File: config.mk
export PLATFORM = sky130hd
export DESIGN_NAME = memory_bank_request_controller
export DESIGN_NICKNAME = d
export VERILOG_FILES = /design/src/hw/rtl/mbrc_pkg.sv /design/src/hw/rtl/mbrc_start.sv /design/src/hw/rtl/mbrc_ctrl.sv /design/src/hw/rtl/memory_bank_request_controller.sv
export SDC_FILE = /design/constraint.sdc
export NUM_CORES = 1
export LEC_CHECK = 0
export ABC_AREA = 1
export BUFFER_PORTS_ARGS = -buffer_cell sky130_fd_sc_hd__buf_4
export CAP_MARGIN = 5
export CORE_MARGIN = 2
export CORE_UTILIZATION = 50
export DETAILED_ROUTE_END_ITERATION = 6
export PLACE_DENSITY = 0.8
export SYNTH_ARGS = -nofsm -noshare
export SYNTH_HDL_FRONTEND = slang
export SYNTH_SLANG_ARGS = --single-unit
File: constraint.sdc
create_clock -name clock -period 8.4 [get_ports clock]
set_clock_uncertainty 0.05 [all_clocks]
set_input_delay 0.42 -clock clock [delete_from_list [all_inputs] [get_ports clock]]
set_output_delay 0.42 -clock clock [all_outputs]
set_load 0.05 [all_outputs]
File: src/hw/rtl/mbrc_pkg.sv
`timescale 1ns / 1ps

package mbrc_pkg;

   localparam int ADDR_WIDTH = 32;
   localparam int WORD_BYTES = 4;

   // keeps the low ADDR_WIDTH bits of an address, at most 32 of them
   localparam logic [31:0] ADDR_MASK       = 32'((65'd1 << ADDR_WIDTH) - 65'd1);
   localparam logic [31:0] WORD_ALIGN_MASK = 32'hFFFF_FFFC;
   localparam logic [31:0] ADDR_STEP       = 32'(WORD_BYTES);
   localparam logic [3:0]  FULL_MASK       = 4'hF;
   localparam logic [3:0]  LANE0_MASK      = 4'h1;

   localparam logic [1:0]  CMD_SETUP = 2'd0;
   localparam logic [1:0]  CMD_READ  = 2'd1;

   typedef enum logic [3:0] {
      ST_IDLE      = 4'd0,
      ST_CONN      = 4'd1,
      ST_RD_WORD   = 4'd2,
      ST_RD_BYTE   = 4'd3,
      ST_RD_IPK    = 4'd4,
      ST_RD_STALL  = 4'd5,
      ST_IPK_STALL = 4'd6,
      ST_WR_WORD   = 4'd7,
      ST_WR_BYTE   = 4'd8,
      ST_WR_PEND   = 4'd9
   } fsm_state_type;

   typedef struct packed {
      logic [1:0]  command;
      logic        ipk;
      logic        byte_acc;
      logic [31:0] address;
      logic        rx_valid;
      logic [31:0] rx_data;
      logic        tx_free;
      logic        mem_ack;
      logic [31:0] mem_rdata;
      logic        mem_rdata_last;
   } item_type;

   typedef struct packed {
      logic        rx_ack;
      logic        tx_valid;
      logic [31:0] tx_word;
      logic [31:0] tx_channel;
      logic        tx_setup_reply;
      logic        tx_more;
      logic [31:0] mem_address;
      logic [31:0] mem_write_data;
      logic [3:0]  mem_byte_mask;
      logic        mem_read_en;
      logic        mem_write_en;
      logic        idle;
   } result_type;

   typedef struct packed {
      fsm_state_type state;
      result_type    res;
      logic          set_chan;
      logic          set_addr;
      logic [31:0]   addr;
      logic          set_mask;
      logic [3:0]    mask;
      logic          set_lane;
      logic [1:0]    lane;
   } start_type;

endpackage

File: src/hw/rtl/mbrc_start.sv
`timescale 1ns / 1ps

module mbrc_start import mbrc_pkg::*; (
   input  item_type    item,
   input  logic [15:0] reply_port_id,
   output start_type   start
);

   logic [31:0] addr_word;
   logic [31:0] addr_byte;

   assign addr_word = item.address & ADDR_MASK;
   assign addr_byte = item.address & WORD_ALIGN_MASK & ADDR_MASK;

   always_comb begin
      start       = '0;
      start.state = ST_CONN;
      if (item.rx_valid) begin
         if (item.command == CMD_SETUP) begin
            if (item.tx_free) begin
               start.res.rx_ack         = 1'b1;
               start.res.tx_valid       = 1'b1;
               start.res.tx_word        = {16'd0, reply_port_id};
               start.res.tx_channel     = item.address;
               start.res.tx_setup_reply = 1'b1;
               start.set_chan           = 1'b1;
            end
         end else begin
            start.res.rx_ack = 1'b1;
            start.set_addr   = 1'b1;
            if (item.command == CMD_READ) begin
               start.res.mem_read_en = 1'b1;
               if (item.ipk) begin
                  start.addr  = addr_word;
                  start.state = ST_RD_IPK;
               end else if (item.byte_acc) begin
                  start.addr     = addr_byte;
                  start.set_lane = 1'b1;
                  start.lane     = item.address[1:0];
                  start.state    = ST_RD_BYTE;
               end else begin
                  start.addr  = addr_word;
                  start.state = ST_RD_WORD;
               end
               start.res.mem_address = start.addr;
            end else begin
               // write header (also any unknown command)
               start.set_mask = 1'b1;
               if (item.byte_acc) begin
                  start.addr     = addr_byte;
                  start.mask     = LANE0_MASK << item.address[1:0];
                  start.set_lane = 1'b1;
                  start.lane     = item.address[1:0];
                  start.state    = ST_WR_BYTE;
               end else begin
                  start.addr  = addr_word;
                  start.mask  = FULL_MASK;
                  start.state = ST_WR_WORD;
               end
            end
         end
      end
   end

endmodule

File: src/hw/rtl/mbrc_ctrl.sv
`timescale 1ns / 1ps

module mbrc_ctrl import mbrc_pkg::*; (
   input  logic        clock,
   input  logic        reset,
   input  logic        step,
   input  item_type    item,
   input  logic [15:0] reply_port_id,
   output result_type  result
);

   fsm_state_type state_ff, state_in;
   logic [31:0]   chan_ff, chan_in;
   logic [31:0]   addr_ff, addr_in;
   logic [3:0]    mask_ff, mask_in;
   logic [31:0]   hold_ff, hold_in;
   logic [1:0]    lane_ff, lane_in;
   logic          held_last_ff, held_last_in;

   start_type   start;
   logic        take_start;
   logic [4:0]  shift;
   logic [31:0] rd_shifted;
   logic [31:0] rd_value;
   logic [31:0] wr_value;
   logic [31:0] addr_step;

   mbrc_start u_start (
      .item          (item),
      .reply_port_id (reply_port_id),
      .start         (start)
   );

   assign shift      = {lane_ff, 3'b000};
   assign rd_shifted = item.mem_rdata >> shift;
   assign rd_value   = (state_ff == ST_RD_BYTE) ? {24'd0, rd_shifted[7:0]} : item.mem_rdata;
   // bits pushed past the top of the word are dropped
   assign wr_value   = (state_ff == ST_WR_BYTE) ? (item.rx_data << shift) : item.rx_data;
   assign addr_step  = (addr_ff + ADDR_STEP) & ADDR_MASK;

   // outputs
   always_comb begin
      result     = '0;
      take_start = 1'b0;
      result.idle = (state_ff == ST_IDLE) || (state_ff == ST_CONN);
      unique case (state_ff)
         ST_IDLE: begin
            if (item.rx_valid && item.tx_free) begin
               result.rx_ack = 1'b1;
               if (item.command == CMD_SETUP) begin
                  result.tx_valid       = 1'b1;
                  result.tx_word        = {16'd0, reply_port_id};
                  result.tx_channel     = item.address;
                  result.tx_setup_reply = 1'b1;
               end
            end
         end
         ST_CONN: begin
            take_start = 1'b1;
         end
         ST_RD_WORD, ST_RD_BYTE: begin
            if (item.mem_ack) begin
               if (item.tx_free) begin
                  result.tx_valid   = 1'b1;
                  result.tx_word    = rd_value;
                  result.tx_channel = chan_ff;
                  take_start        = 1'b1;
               end
            end else begin
               result.mem_address = addr_ff;
               result.mem_read_en = 1'b1;
            end
         end
         ST_RD_IPK: begin
            if (item.mem_ack) begin
               if (item.tx_free) begin
                  result.tx_valid   = 1'b1;
                  result.tx_word    = item.mem_rdata;
                  result.tx_channel = chan_ff;
                  result.tx_more    = !item.mem_rdata_last;
                  if (item.mem_rdata_last) begin
                     take_start = 1'b1;
                  end else begin
                     result.mem_address = addr_step;
                     result.mem_read_en = 1'b1;
                  end
               end
            end else begin
               result.mem_address = addr_ff;
               result.mem_read_en = 1'b1;
            end
         end
         ST_RD_STALL: begin
            if (item.tx_free) begin
               result.tx_valid   = 1'b1;
               result.tx_word    = hold_ff;
               result.tx_channel = chan_ff;
               take_start        = 1'b1;
            end
         end
         ST_IPK_STALL: begin
            if (item.tx_free) begin
               result.tx_valid   = 1'b1;
               result.tx_word    = hold_ff;
               result.tx_channel = chan_ff;
               result.tx_more    = !held_last_ff;
               if (held_last_ff) begin
                  take_start = 1'b1;
               end else begin
                  result.mem_address = addr_step;
                  result.mem_read_en = 1'b1;
               end
            end
         end
         ST_WR_WORD, ST_WR_BYTE: begin
            if (item.rx_valid) begin
               result.rx_ack         = 1'b1;
               result.mem_address    = addr_ff;
               result.mem_write_data = wr_value;
               result.mem_byte_mask  = mask_ff;
               result.mem_write_en   = 1'b1;
            end
         end
         ST_WR_PEND: begin
            if (item.mem_ack) begin
               take_start = 1'b1;
            end else begin
               result.mem_address    = addr_ff;
               result.mem_write_data = hold_ff;
               result.mem_byte_mask  = mask_ff;
               result.mem_write_en   = 1'b1;
            end
         end
         default: begin
         end
      endcase

      // a chained request; a setup reply takes the transmit port over
      if (take_start) begin
         result.rx_ack      = start.res.rx_ack;
         result.mem_address = start.res.mem_address;
         result.mem_read_en = start.res.mem_read_en;
         if (start.res.tx_valid) begin
            result.tx_valid       = 1'b1;
            result.tx_word        = start.res.tx_word;
            result.tx_channel     = start.res.tx_channel;
            result.tx_setup_reply = start.res.tx_setup_reply;
            result.tx_more        = start.res.tx_more;
         end
      end
   end

   // next state
   always_comb begin
      state_in     = state_ff;
      chan_in      = chan_ff;
      addr_in      = addr_ff;
      mask_in      = mask_ff;
      hold_in      = hold_ff;
      lane_in      = lane_ff;
      held_last_in = held_last_ff;
      unique case (state_ff)
         ST_IDLE: begin
            if (item.rx_valid && item.tx_free && (item.command == CMD_SETUP)) begin
               chan_in  = item.address;
               state_in = ST_CONN;
            end
         end
         ST_RD_WORD, ST_RD_BYTE: begin
            if (item.mem_ack && !item.tx_free) begin
               hold_in  = rd_value;
               state_in = ST_RD_STALL;
            end
         end
         ST_RD_IPK: begin
            if (item.mem_ack) begin
               if (item.tx_free) begin
                  if (!item.mem_rdata_last) begin
                     addr_in = addr_step;
                  end
               end else begin
                  hold_in      = item.mem_rdata;
                  held_last_in = item.mem_rdata_last;
                  state_in     = ST_IPK_STALL;
               end
            end
         end
         ST_IPK_STALL: begin
            if (item.tx_free && !held_last_ff) begin
               addr_in  = addr_step;
               state_in = ST_RD_IPK;
            end
         end
         ST_WR_WORD, ST_WR_BYTE: begin
            if (item.rx_valid) begin
               hold_in  = wr_value;
               state_in = ST_WR_PEND;
            end
         end
         ST_CONN, ST_RD_STALL, ST_WR_PEND: begin
         end
         default: begin
            state_in = ST_IDLE;
         end
      endcase

      if (take_start) begin
         state_in = start.state;
         if (start.set_chan) begin
            chan_in = start.res.tx_channel;
         end
         if (start.set_addr) begin
            addr_in = start.addr;
         end
         if (start.set_mask) begin
            mask_in = start.mask;
         end
         if (start.set_lane) begin
            lane_in = start.lane;
         end
      end
   end

   // state only moves when a beat is stepped through
   always_ff @(posedge clock) begin
      if (reset) begin
         state_ff     <= ST_IDLE;
         chan_ff      <= '0;
         addr_ff      <= '0;
         mask_ff      <= '0;
         hold_ff      <= '0;
         lane_ff      <= '0;
         held_last_ff <= 1'b0;
      end else if (step) begin
         state_ff     <= state_in;
         chan_ff      <= chan_in;
         addr_ff      <= addr_in;
         mask_ff      <= mask_in;
         hold_ff      <= hold_in;
         lane_ff      <= lane_in;
         held_last_ff <= held_last_in;
      end
   end

endmodule

File: src/hw/rtl/memory_bank_request_controller.sv
`timescale 1ns / 1ps

// Memory bank request controller, one step of the bank-side controller per beat.
// req channel: one beat carries everything the controller samples in a cycle
// (decoded command, address, rx data, tx flow control, memory response).
// rsp channel: one beat per req beat, carrying what the controller drives in
// that cycle (rx_ack, the transmit word and channel, the memory request, idle).
// csr channel: writes the 16-bit port id sent back on a connection setup;
// only write it while no req beat is outstanding.
// rsp valid rises after the edge that accepts the req beat: the beat is held
// in an input register, the controller step runs in combinational logic, and
// the result lands in the rsp register at the edge that steps the controller,
// as does the state update; one beat is taken every cycle while rsp_ready is high.
// After reset the controller is unconnected and the port id is zero.
// While a held rsp waits on rsp_ready, the rsp register holds, the input
// register fills, req_ready drops, nothing is lost, controller state does not move.

module memory_bank_request_controller import mbrc_pkg::*; (
   input  logic        clock,
   input  logic        reset,

   input  logic        req_valid,
   output logic        req_ready,
   input  logic [1:0]  req_command,
   input  logic        req_ipk,
   input  logic        req_byte,
   input  logic [31:0] req_address,
   input  logic        req_rx_valid,
   input  logic [31:0] req_rx_data,
   input  logic        req_tx_free,
   input  logic        req_mem_ack,
   input  logic [31:0] req_mem_rdata,
   input  logic        req_mem_rdata_last,

   output logic        rsp_valid,
   input  logic        rsp_ready,
   output logic        rsp_rx_ack,
   output logic        rsp_tx_valid,
   output logic [31:0] rsp_tx_word,
   output logic [31:0] rsp_tx_channel,
   output logic        rsp_tx_setup_reply,
   output logic        rsp_tx_more,
   output logic [31:0] rsp_mem_address,
   output logic [31:0] rsp_mem_write_data,
   output logic [3:0]  rsp_mem_byte_mask,
   output logic        rsp_mem_read_en,
   output logic        rsp_mem_write_en,
   output logic        rsp_idle,

   input  logic        csr_valid,
   output logic        csr_ready,
   input  logic [15:0] csr_data
);

   logic        in_valid_ff, in_valid_in;
   item_type    in_item_ff, in_item_in;
   logic        rsp_valid_ff, rsp_valid_in;
   result_type  rsp_res_ff, rsp_res_in;
   logic [15:0] port_id_ff, port_id_in;

   logic        advance;
   logic        req_fire;
   result_type  step_res;

   mbrc_ctrl u_ctrl (
      .clock         (clock),
      .reset         (reset),
      .step          (advance),
      .item          (in_item_ff),
      .reply_port_id (port_id_ff),
      .result        (step_res)
   );

   assign advance   = in_valid_ff && (!rsp_valid_ff || rsp_ready);
   assign req_ready = !in_valid_ff || advance;
   assign req_fire  = req_valid && req_ready;
   assign csr_ready = 1'b1;

   always_comb begin
      in_item_in.command        = req_command;
      in_item_in.ipk            = req_ipk;
      in_item_in.byte_acc       = req_byte;
      in_item_in.address        = req_address;
      in_item_in.rx_valid       = req_rx_valid;
      in_item_in.rx_data        = req_rx_data;
      in_item_in.tx_free        = req_tx_free;
      in_item_in.mem_ack        = req_mem_ack;
      in_item_in.mem_rdata      = req_mem_rdata;
      in_item_in.mem_rdata_last = req_mem_rdata_last;
   end

   always_comb begin
      in_valid_in = in_valid_ff;
      if (req_fire) begin
         in_valid_in = 1'b1;
      end else if (advance) begin
         in_valid_in = 1'b0;
      end
      rsp_valid_in = rsp_valid_ff;
      if (advance) begin
         rsp_valid_in = 1'b1;
      end else if (rsp_ready) begin
         rsp_valid_in = 1'b0;
      end
      rsp_res_in = advance ? step_res : rsp_res_ff;
      port_id_in = (csr_valid && csr_ready) ? csr_data : port_id_ff;
   end

   always_ff @(posedge clock) begin
      if (reset) begin
         in_valid_ff  <= 1'b0;
         rsp_valid_ff <= 1'b0;
         port_id_ff   <= '0;
      end else begin
         in_valid_ff  <= in_valid_in;
         rsp_valid_ff <= rsp_valid_in;
         port_id_ff   <= port_id_in;
      end
   end

   // payload registers
   always_ff @(posedge clock) begin
      if (req_fire) begin
         in_item_ff <= in_item_in;
      end
      rsp_res_ff <= rsp_res_in;
   end

   assign rsp_valid          = rsp_valid_ff;
   assign rsp_rx_ack         = rsp_res_ff.rx_ack;
   assign rsp_tx_valid       = rsp_res_ff.tx_valid;
   assign rsp_tx_word        = rsp_res_ff.tx_word;
   assign rsp_tx_channel     = rsp_res_ff.tx_channel;
   assign rsp_tx_setup_reply = rsp_res_ff.tx_setup_reply;
   assign rsp_tx_more        = rsp_res_ff.tx_more;
   assign rsp_mem_address    = rsp_res_ff.mem_address;
   assign rsp_mem_write_data = rsp_res_ff.mem_write_data;
   assign rsp_mem_byte_mask  = rsp_res_ff.mem_byte_mask;
   assign rsp_mem_read_en    = rsp_res_ff.mem_read_en;
   assign rsp_mem_write_en   = rsp_res_ff.mem_write_en;
   assign rsp_idle           = rsp_res_ff.idle;

endmodule
==> results.json <==
{
  "cts_made_buffers": 39,
  "drc": 0,
  "wl_microns": 57200,
  "grt_antenna_before_repair": 0,
  "setup_viol": 0,
  "crit_type": "flip-flop to flip-flop",
  "fillers": 2833,
  "crit_path_start_kind": "flip-flop",
  "critPathMostFrequentCell": "nand2_1",
  "final_common_cell": "nand2_1",
  "netlist_instances": 2075,
  "path_cells": "nand2_1, inv_1, nand4_1, nand2_1, nor2_1, nand2_1, buf_4, nand2_2, nand2_4, nand2_2, o21ai_0, a21oi_1",
  "clk_pin_slew_ns": 0.07,
  "avgRoutedWirePerCell_microns": 20.2,
  "synthArstFlopShare_pct": 0,
  "synthFlopType": "edfxtp_1",
  "fp.coreArea_sq_um": 34700,
  "register_area_sq_um": 9800,
  "required_ns": 8.72,
  "worstMarginPinSlew_ns": 1.21,
  "ir_drop_v": 0.000195,
  "cts_setup_buffers": 0,
  "worst_hold_slack_ns": 0.0104,
  "crit_family": "simple AND/OR/NAND/NOR gates",
  "path_max_fanout": 64,
  "cts-root-buf": "clkbuf_16",
  "critical-path-slowest-cell": "nand2_2",
  "cts.repair.resized": 0,
  "clock_path_buffers": 3,
  "r2r_end": "u_ctrl.chan_ff[19]$_SDFFE_PP0P_",
  "netlist_area_sq_um": 17700,
  "final_cells": 2828,
  "synth_seq_cells": 368,
  "diodes": 0,
  "numPortBuffers": 265,
  "tns_ns": 0,
  "power.density_nw_per_um2": 238,
  "drv_cap": 0,
  "min_period_ns": 4.80,
  "cpPeakStageDelay_ns": 0.70,
  "vias": 16700,
  "finalCritPeriodShare_pct": 57.1,
  "max_slew_margin_pct": 19.0,
  "place.gp.congestion": 1.02,
  "grt_max_degree": 133,
  "fmax_mhz": 209,
  "drt-initial-drc-count": 2126,
  "ant_nets": 0,
  "dieArea_sq_um": 37000,
  "p_leak_nw": 8.66,
  "outcome": "finished, final reports clean",
  "ctsHoldBuffers": 68,
  "overflow": 0,
  "critPathCaptureType": "flip-flop",
  "hold_depth": 1,
  "hold_class": "primary input to flip-flop",
  "r2r_start": "in_item_ff[33]$_DFFE_PP_",
  "htree_levels": 2,
  "cts_sinks": 368,
  "drive_above_1_share_pct": 15.7,
  "hold_viol": 0,
  "vias_per_cell": 5.90,
  "num_io_pins": 267,
  "slew_viol_final": 0,
  "hpwl_microns": 37200,
  "reg2reg_slack_ns": 3.60,
  "rsz0062_at_grt": "no",
  "syn_nets": 2202,
  "dr.pass1.iters": 7,
  "synthDistinctLibCells": 48,
  "worst_r2r_path_depth": 12,
  "multi_input_area_sq_um": 6630,
  "min_from": "req_address[28]",
  "yosysWarnings": 0,
  "arrival_ns": 5.11,
  "cts_tree": "yes",
  "grt_pass1_wl_microns": 86600,
  "grt_pass1_vias": 15600,
  "syn_to_final_growth_pct": 23.4,
  "synth_edf_count": 243,
  "clk_latency_ns": 0.54,
  "initial_core_util_pct": 51.1,
  "whs_endpoint": "in_item_ff[96]$_DFFE_PP_",
  "crit_buf_inv": 2,
  "dp.cells": 2688,
  "ys_seq_area_share_pct": 55.2,
  "die_height_microns": 192,
  "nets": 2470,
  "fp-row-count": 68,
  "die_x_microns": 192,
  "final_cell_mix": "415 x nand2_1, 277 x buf_4, 243 x edfxtp_1, 230 x nor2_1, 197 x inv_1",
  "syn_avg_cell_area_sq_um": 8.55,
  "grt_use_total_pct": 30.3,
  "fin_util_pct": 63.1
}
==> worst reg2reg max path: cells and delay by family, from the launching register on <==
kind	cells	cell delay, ns
AO/OA/AOI/OAI	2	0.60
flip-flops	1	0.64
AND/OR/NAND/NOR	8	2.52
buffers and inverters	2	0.82
==> cells by family after synthesis <==
kind of cell    Yosys count  share of synthesized area [%]
compound gates          575                           18.8
xor+xnor                  7                          0.346
fa+ha+maj                 2                          0.141
buf+inv                 336                           7.56
flops                   368                           55.2
other cells               1                         0.0211
simple gates            786                           17.9
==> per-layer routing <==
layer,GRT usage [%],wire length (microns),up-vias
li1,-,-,7689
met1,38.5,21500,7730
met2,51.6,27600,1080
met3,4.84,5750,175
met4,12.8,2470,0
met5,0,0,-
==> stage by stage <==
stage	instance area [sq um]	worst slack (ns)	power, W
final	21900	3.60	0.00522
after global routing	21900	3.24	0.00539
after detailed placement	19900	3.66	0.00344
after global placement	19900	3.90	0.00342
after floorplan	17700	2.73	0.00306
after CTS	21900	3.62	0.00519
==> sequential cells by signal, indices dropped and copies added (netlist names), 2 cells and up <==
name / count
in_item_ff: 104
rsp_mem_address: 32
rsp_mem_write_data: 32
rsp_tx_channel: 32
rsp_tx_word: 32
u_ctrl.addr_ff: 32
u_ctrl.chan_ff: 32
u_ctrl.hold_ff: 32
port_id_ff: 16
rsp_mem_byte_mask: 4
u_ctrl.mask_ff: 4
u_ctrl.state_ff: 4
u_ctrl.lane_ff: 2
==> cell usage after synthesis, drive strengths merged, types with 6 or more instances <==
cell / count / area, sq um
o21ai: 218 / 1100
a31oi: 13 / 81.3
inv: 210 / 788
xor2: 6 / 52.6
o22ai: 54 / 338
a221oi: 13 / 114
nand4: 7 / 43.8
buf: 50 / 268
edfxtp: 243 / 7300
a22oi: 26 / 195
dfxtp: 125 / 2500
nor2: 238 / 908
nand2: 424 / 1620
nor3: 10 / 55.1
o211ai: 29 / 218
nand3: 102 / 510
a2bb2oi: 8 / 70.1
a21oi: 176 / 888
a22o: 9 / 78.8
a32o: 9 / 90.1
clkbuf: 70 / 263
clkinv: 6 / 22.5
==> power by group <==
group          total (W)  switching (W)  internal, W
Combinational    0.00128       0.000950     0.000332
Sequential       0.00219       0.000107      0.00209
Clock            0.00174       0.000713      0.00103
==> how the worst max path moves through the flow <==
stage	from	endpoint	slack, ns	cells after the start
global placement	in_item_ff[33]$_DFFE_PP_	u_ctrl.chan_ff[2]$_SDFFE_PP0P_	3.90	12
CTS	in_item_ff[33]$_DFFE_PP_	u_ctrl.chan_ff[19]$_SDFFE_PP0P_	3.62	12
detailed placement	in_item_ff[33]$_DFFE_PP_	u_ctrl.chan_ff[26]$_SDFFE_PP0P_	3.66	12
finish	in_item_ff[33]$_DFFE_PP_	u_ctrl.chan_ff[19]$_SDFFE_PP0P_	3.60	12
global route	in_item_ff[33]$_DFFE_PP_	u_ctrl.chan_ff[0]$_SDFFE_PP0P_	3.24	12
floorplan	rsp_valid$_SDFFE_PP0P_	u_ctrl.addr_ff[2]$_SDFFE_PP0P_	2.73	5
==> layout make-up <==
cell class | instances | area share [%]
Sequential cell | 368 | 44.8
Multi-Input combinational cell | 1371 | 30.3
Timing Repair Buffer | 347 | 12.7
Clock buffer | 54 | 4.94
Inverter | 216 | 3.71
Tap cell | 455 | 2.60
Clock inverter | 17 | 0.966
Power figures use the tool's default switching activity.
